### config.mk
export PLATFORM = sky130hd
export DESIGN_NAME = mffu_track
export DESIGN_NICKNAME = d
export VERILOG_FILES = /design/src/hw/rtl/mffu_pkg.sv /design/src/hw/rtl/mffu_track.sv
export SDC_FILE = /design/constraint.sdc
export NUM_CORES = 1
export LEC_CHECK = 0
export ABC_AREA = 1
export BUFFER_PORTS_ARGS = -buffer_cell sky130_fd_sc_hd__clkbuf_2
export CORE_AREA = 2 2 149 188
export DETAILED_ROUTE_END_ITERATION = 6
export DIE_AREA = 0 0 151 190
export REMOVE_ABC_BUFFERS = 1
export SYNTH_ARGS = -nofsm -noshare
export SYNTH_HDL_FRONTEND = slang
export SYNTH_SLANG_ARGS = --single-unit
### constraint.sdc
create_clock -name clk -period 4.54 [get_ports clk]
set_input_delay 0.908 -clock clk [delete_from_list [all_inputs] [get_ports clk]]
set_output_delay 0.908 -clock clk [all_outputs]
set_load 0.05 [all_outputs]
### src/hw/rtl/mffu_pkg.sv
// Shared types, constants and register codes for the motor feedback unwrap block.
`timescale 1ns / 1ps
package mffu_pkg;

	localparam int MOTOR_COUNT_DEF  = 2;
	localparam int ENCODER_BITS_DEF = 14;
	localparam int ACCUM_BITS_DEF   = 40;

	localparam int ID_BITS       = 11;
	localparam int LEN_BITS      = 4;
	localparam int BYTE_BITS     = 8;
	localparam int SPEED_BITS    = 16;
	localparam int ENC_RAW_BITS  = 16;
	localparam int ENC_MAX_BITS  = 24;
	localparam int ACC_MAX_BITS  = 48;
	localparam int PSCALE_BITS   = 48;
	localparam int VSCALE_BITS   = 32;
	localparam int VEL_BITS      = 32;
	localparam int POS_BITS      = 48;
	localparam int APB_ADDR_BITS = 6;
	localparam int APB_DATA_BITS = 64;
	localparam int IN_DATA_BITS  = 56;
	localparam int IN_USER_BITS  = 2;
	localparam int OUT_DATA_BITS = 80;

	localparam logic [BYTE_BITS-1:0] REPLY_STATUS = 8'h9C;
	localparam logic [LEN_BITS-1:0]  MIN_LENGTH   = 4'd8;

	localparam logic [VEL_BITS-1:0] VEL_MAX = {1'b0, {(VEL_BITS-1){1'b1}}};
	localparam logic [VEL_BITS-1:0] VEL_MIN = {1'b1, {(VEL_BITS-1){1'b0}}};
	localparam logic [POS_BITS-1:0] POS_MAX = {1'b0, {(POS_BITS-1){1'b1}}};
	localparam logic [POS_BITS-1:0] POS_MIN = {1'b1, {(POS_BITS-1){1'b0}}};

	localparam logic [PSCALE_BITS-1:0] POS_SCALE_RST = 48'd6749;
	localparam logic [VSCALE_BITS-1:0] VEL_SCALE_RST = 32'd292818;

	typedef enum logic [2:0] {
		REG_LEFT_ID   = 3'd0,
		REG_RIGHT_ID  = 3'd1,
		REG_LEFT_REV  = 3'd2,
		REG_RIGHT_REV = 3'd3,
		REG_POS_SCALE = 3'd4,
		REG_VEL_SCALE = 3'd5
	} reg_idx_t;

	typedef enum logic {
		KIND_FRAME   = 1'b0,
		KIND_RESTART = 1'b1
	} item_kind_t;

	// One input word after unpacking.
	typedef struct packed {
		item_kind_t                kind;
		logic                      motor;
		logic [ID_BITS-1:0]        frame_id;
		logic [LEN_BITS-1:0]       frame_length;
		logic [BYTE_BITS-1:0]      reply_code;
		logic [SPEED_BITS-1:0]     speed;
		logic [ENC_RAW_BITS-1:0]   encoder;
	} mffu_item_t;

	// Frame match settings handed to the tracker.
	typedef struct packed {
		logic [ID_BITS-1:0] left_id;
		logic [ID_BITS-1:0] right_id;
		logic               left_rev;
		logic               right_rev;
	} mffu_match_t;

	// Tracked sample handed from the tracker to the scaler.
	typedef struct packed {
		logic                           motor;
		logic                           rev;
		logic [SPEED_BITS-1:0]          speed;
		logic signed [ACC_MAX_BITS-1:0] acc;
	} mffu_sample_t;

endpackage

### src/hw/rtl/mffu_track.sv
// Frame filter and per-motor multiturn unwrap tracker.
`timescale 1ns / 1ps
module mffu_track
	import mffu_pkg::*;
#(
	parameter int MOTOR_COUNT  = MOTOR_COUNT_DEF,
	parameter int ENCODER_BITS = ENCODER_BITS_DEF,
	parameter int ACCUM_BITS   = ACCUM_BITS_DEF
) (
	input  logic         clk,
	input  logic         arst_n,
	input  logic         take,
	input  mffu_item_t   item,
	input  mffu_match_t  match,
	input  logic         ready_s3,
	output logic         ready_s2,
	output logic         valid_s2,
	output mffu_sample_t sample_s2
);

	localparam int DW = ENCODER_BITS + 2;
	localparam int SW = ACC_MAX_BITS + 2;
	localparam int HALF_I = 1 << (ENCODER_BITS - 1);
	localparam logic signed [DW-1:0] HALF = DW'(HALF_I);
	localparam logic signed [DW-1:0] FULL = DW'(2 * HALF_I);
	localparam logic signed [SW-1:0] ONE_W = SW'(1);
	localparam logic signed [SW-1:0] AMAX = (ONE_W <<< (ACCUM_BITS - 1)) - ONE_W;
	localparam logic signed [SW-1:0] AMIN = -AMAX - ONE_W;

	logic [MOTOR_COUNT-1:0]  seen_q;
	logic [ENCODER_BITS-1:0] last_q [MOTOR_COUNT];
	logic [ACCUM_BITS-1:0]   acc_q [MOTOR_COUNT];

	logic                       motor_ok;
	logic [ID_BITS-1:0]         id_sel;
	logic                       rev_sel;
	logic                       pass;
	logic [ENC_MAX_BITS-1:0]    raw_count;
	logic [ENCODER_BITS-1:0]    count;
	logic                       cur_seen;
	logic [ENCODER_BITS-1:0]    cur_last;
	logic [ACCUM_BITS-1:0]      cur_acc;
	logic signed [DW-1:0]       delta_raw;
	logic signed [DW-1:0]       delta;
	logic signed [SW-1:0]       sum_w;
	logic signed [SW-1:0]       seed_w;
	logic signed [SW-1:0]       count_w;
	logic signed [SW-1:0]       next_w;
	logic [ACCUM_BITS-1:0]      next_acc;

	assign motor_ok = (item.motor == 1'b0) || (MOTOR_COUNT > 1);
	assign id_sel   = item.motor ? match.right_id : match.left_id;
	assign rev_sel  = item.motor ? match.right_rev : match.left_rev;
	assign pass     = (item.kind == KIND_FRAME) && motor_ok && (item.frame_id == id_sel)
		&& (item.frame_length >= MIN_LENGTH) && (item.reply_code == REPLY_STATUS);

	// Top bits of the high encoder byte fall outside the count.
	assign raw_count = {{(ENC_MAX_BITS-ENC_RAW_BITS){1'b0}}, item.encoder};
	assign count     = raw_count[ENCODER_BITS-1:0];

	always_comb begin
		cur_seen = 1'b0;
		cur_last = '0;
		cur_acc  = '0;
		for (int m = 0; m < MOTOR_COUNT; m++) begin
			if (item.motor == 1'(m)) begin
				cur_seen = seen_q[m];
				cur_last = last_q[m];
				cur_acc  = acc_q[m];
			end
		end
	end

	// Unwrap across the half-turn boundary; exactly half a turn is kept as is.
	always_comb begin
		delta_raw = $signed({2'b00, count}) - $signed({2'b00, cur_last});
		if (delta_raw > HALF) begin
			delta = delta_raw - FULL;
		end else if (delta_raw < -HALF) begin
			delta = delta_raw + FULL;
		end else begin
			delta = delta_raw;
		end
		sum_w = $signed({{(SW-ACCUM_BITS){cur_acc[ACCUM_BITS-1]}}, cur_acc})
			+ $signed({{(SW-DW){delta[DW-1]}}, delta});
		count_w = $signed({{(SW-ENCODER_BITS){1'b0}}, count});
		seed_w  = (count_w > AMAX) ? AMAX : count_w;
		if (!cur_seen) begin
			next_w = seed_w;
		end else if (sum_w > AMAX) begin
			next_w = AMAX;
		end else if (sum_w < AMIN) begin
			next_w = AMIN;
		end else begin
			next_w = sum_w;
		end
		next_acc = next_w[ACCUM_BITS-1:0];
	end

	always_ff @(posedge clk or negedge arst_n) begin
		if (!arst_n) begin
			seen_q <= '0;
			for (int m = 0; m < MOTOR_COUNT; m++) begin
				last_q[m] <= '0;
				acc_q[m]  <= '0;
			end
		end else if (take) begin
			if (item.kind == KIND_RESTART) begin
				seen_q <= '0;
				for (int m = 0; m < MOTOR_COUNT; m++) begin
					last_q[m] <= '0;
					acc_q[m]  <= '0;
				end
			end else if (pass) begin
				for (int m = 0; m < MOTOR_COUNT; m++) begin
					if (item.motor == 1'(m)) begin
						seen_q[m] <= 1'b1;
						last_q[m] <= count;
						acc_q[m]  <= next_acc;
					end
				end
			end
		end
	end

	assign ready_s2 = !valid_s2 || ready_s3;

	always_ff @(posedge clk or negedge arst_n) begin
		if (!arst_n) begin
			valid_s2 <= 1'b0;
		end else if (ready_s2) begin
			valid_s2 <= take && pass;
		end
	end

	always_ff @(posedge clk) begin
		if (take && pass) begin
			sample_s2.motor <= item.motor;
			sample_s2.rev   <= rev_sel;
			sample_s2.speed <= item.speed;
			sample_s2.acc   <= next_w[ACC_MAX_BITS-1:0];
		end
	end

	a_restart_clears: assert property (@(posedge clk) disable iff (!arst_n)
		(take && item.kind == KIND_RESTART) |=> (seen_q == '0) && !valid_s2)
		else $error("restart did not clear tracking");

	a_stall_holds: assert property (@(posedge clk) disable iff (!arst_n)
		(valid_s2 && !ready_s3) |=> valid_s2 && $stable(sample_s2))
		else $error("tracked sample lost during stall");

endmodule

==> flow_summary.ini <==
[placed_design]
dpl.cell_count = 2248
routabilityCongestion = 0.936
port-buffer-count = 147
hpwlAfterDp_mm = 26.9

[route]
ant_nets = 0
wl_mm = 38.9
routed-via-count = 11900
vias_per_cell = 5.14
wire_per_inst_um = 16.7
drt_iter0_drc = 632
first_pass_iters = 5
drc = 0

[power_and_ir_drop]
power_frac_seq = 0.211
swShare = 0.427
vdd_drop_max_mv = 0.325
p_clk_frac = 0.155
p_sw_mw = 3.88
p_leak_nw = 8.49
comb_power_share = 0.634
power.internal_mw = 5.22
power_density_mw_per_mm2 = 549

[floorplan]
die_h_um = 190
start_util = 0.421
coreArea_mm2 = 0.0271
row_count = 68
top_level_ports = 153
die_area_mm2 = 0.0287
die_x_um = 151

[yosys]
synth.cell_area_mm2 = 0.0114
yosysWarningCount = 0
async_reset_ff_frac = 0.653
synth_ff_type = dfrtp_1
avgSynthCellArea_um2 = 7.25
ys_seq_area_frac = 0.399
synth_edf_count = 59
synth_cells = 1573
synth_seq_cells = 170
synthTopCellsByArea = dfrtp_1 (24%), nand2_1 (22%), edfxtp_1 (16%), ha_1 (5.9%), nand4_1 (4.0%)
yosysTopAreaCell = dfrtp_1
synth_top_area_share = 0.244
ys_types = 35

[critical_path]
r2r_setup_slack_ns = -0.16
reg2reg_depth = 30
cp_max_fo = 7
r2r-start = last_q[1]
cp-start-kind = input port
required_ns = 4.71
cp-startpoint = item[55]
cp-endpoint = sample_s2[14]
critPathBufInv = 8
path_common_cell = nand2_2
worstSetupPathType = in2reg
arrival_ns = 5.10
crit_slowest_cell = fa_2
critPathTopFamily = simple AND/OR/NAND/NOR gates
end_kind = register
critPathMaxStageDelay_ns = 0.35
path_depth = 33
reg2reg_to = sample_s2[14]

[hold_path]
min_path_type = reg2reg

[global_routing]
grt_max_degree = 85
grt_pass1_wl_mm = 59.3
grt_usage = 0.267
grt_pass1_vias = 11700
antenna_found_initial = 0
grt_remaining_overflow = 0

[outcome]
status = finished, violations left
violations = setup timing

[timing]
rsz0062_at_grt = yes
slew_violations = 0
slew-limit-headroom = 0.319
post-route-period-util = 1.09
tightest_slew_ns = 1.02
min_period_ns = 4.93
setup_slack_ns = -0.389
setup_viol = 119
tns_ns = -37.14
clock_skew_ns = 0.0149
max_freq_mhz = 203
hold_viol = 0

[clocking]
cts_sinks = 170
tritoncts = built
clk_latency_ns = 0.45
hold_buffers = 0
cts_buffers = 17
cts_root_buf = clkbuf_16
htreeDepth = 4
clk_pin_slew_worst_paths_ns = 0.06
clockBufferDepth = 2

[cells_and_area]
layout.cells.non_filler = 2322
drive_gt1_frac = 0.351
layout_common_cells = nand2_1 (563), buf_4 (260), clkbuf_2 (145)
diodes = 0
layout_commonest_cell = nand2_1
fill_cells = 2465
final_nets = 2100
area_growth_pct = 45.5

[flow_run]
drv_cap = 0
==> how the worst min path moves through the flow <==
stage	depth (start not counted)	slack (ns)	startpoint	end
after floorplan	2	0.45	acc_q[14]	acc_q[14]
after CTS	2	0.48	acc_q[68]	acc_q[68]
after detailed placement	2	0.47	acc_q[42]	acc_q[42]
final	2	0.47	acc_q[32]	acc_q[32]
after global routing	2	0.49	acc_q[68]	acc_q[68]
after global placement	2	0.46	acc_q[6]	acc_q[6]
==> final cells by class <==
type	instances	area, µm²	area share
clock buffers	18	429	0.0259
inverters	121	457	0.0275
well taps	350	438	0.0264
repair buffers	437	3300	0.199
multi-input cells	1212	7290	0.439
flip-flops and latches	170	4550	0.274
clock inverters	14	125	0.00755
==> Yosys cell counts, types with 32 or more instances <==
library cell and n:
xor2_1 36, edfxtp_1 59, clkbuf_1 37, nand4_1 73
o21ai_1 32, inv_1 118, nand3_1 50, dfrtp_1 111
nand2_1 653, a21oi_1 86, nor2_1 91, ha_1 54
==> cell families (layout without fill, tap and decap cells) <==
| family | after synthesis | after routing | synth area share |
|---|---|---|---|
| adders and majority gates | 56 | 56 | 0.0628 |
| xor gates and xnor gates | 45 | 45 | 0.0346 |
| AOI/OAI and AO/OA | 203 | 203 | 0.102 |
| DFF | 170 | 170 | 0.399 |
| muxes | 12 | 12 | 0.0105 |
| and+or+nand+nor | 896 | 896 | 0.323 |
| buffers and inverters | 191 | 590 | 0.0685 |
==> metrics by stage <==
step                utilization  setup WS (ns)  area, µm²  total power, mW  hold slack, ns
floorplan                     -          -1.57      11100             4.15           0.450
global placement          0.526          -1.27      14200             6.06           0.463
detailed placement        0.526          -1.29      14200             6.08           0.466
CTS                       0.581         -0.274      15700             8.20           0.483
global route              0.613         -0.626      16600             9.66           0.492
finish                    0.613         -0.389      16600             9.10           0.473
==> routing by layer <==
layer / global-route usage / wire length [µm] / vias to the layer above
li1: - / - / 5925
met1: 0.300 / 15300 / 5596
met2: 0.483 / 20100 / 305
met3: 0.0384 / 1510 / 105
met4: 0.142 / 1980 / 0
met5: 0 / 0 / -
==> registers in the layout, indices dropped and copies added (netlist names) <==
name	count
valid_s2	1
seen_q	2
last_q	28
sample_s2	59
acc_q	80
==> timing repair <==
action	in CTS	in global routing
setup buffers	25	10
resized for setup	153	155
cloned	5	8
setup endpoints to repair	121	121
pin swaps	30	62
==> worst min-delay path, cell delays in order (launching register included) <==
cell and delay (ns):
dfrtp_1 0.35, nand2_1 0.05, nand2_1 0.04
==> power groups by stage <==
| stage | Clock (mW) | Combinational (mW) | Sequential [mW] |
|---|---|---|---|
| after CTS | 1.43 | 4.84 | 1.92 |
| after global routing | 1.49 | 6.22 | 1.94 |
| after global placement | 0 | 4.11 | 1.94 |
| after floorplan | 0 | 2.22 | 1.93 |
| after detailed placement | 0 | 4.13 | 1.95 |
| final | 1.41 | 5.76 | 1.92 |
Note: power is estimated with default switching activity, not from simulation.
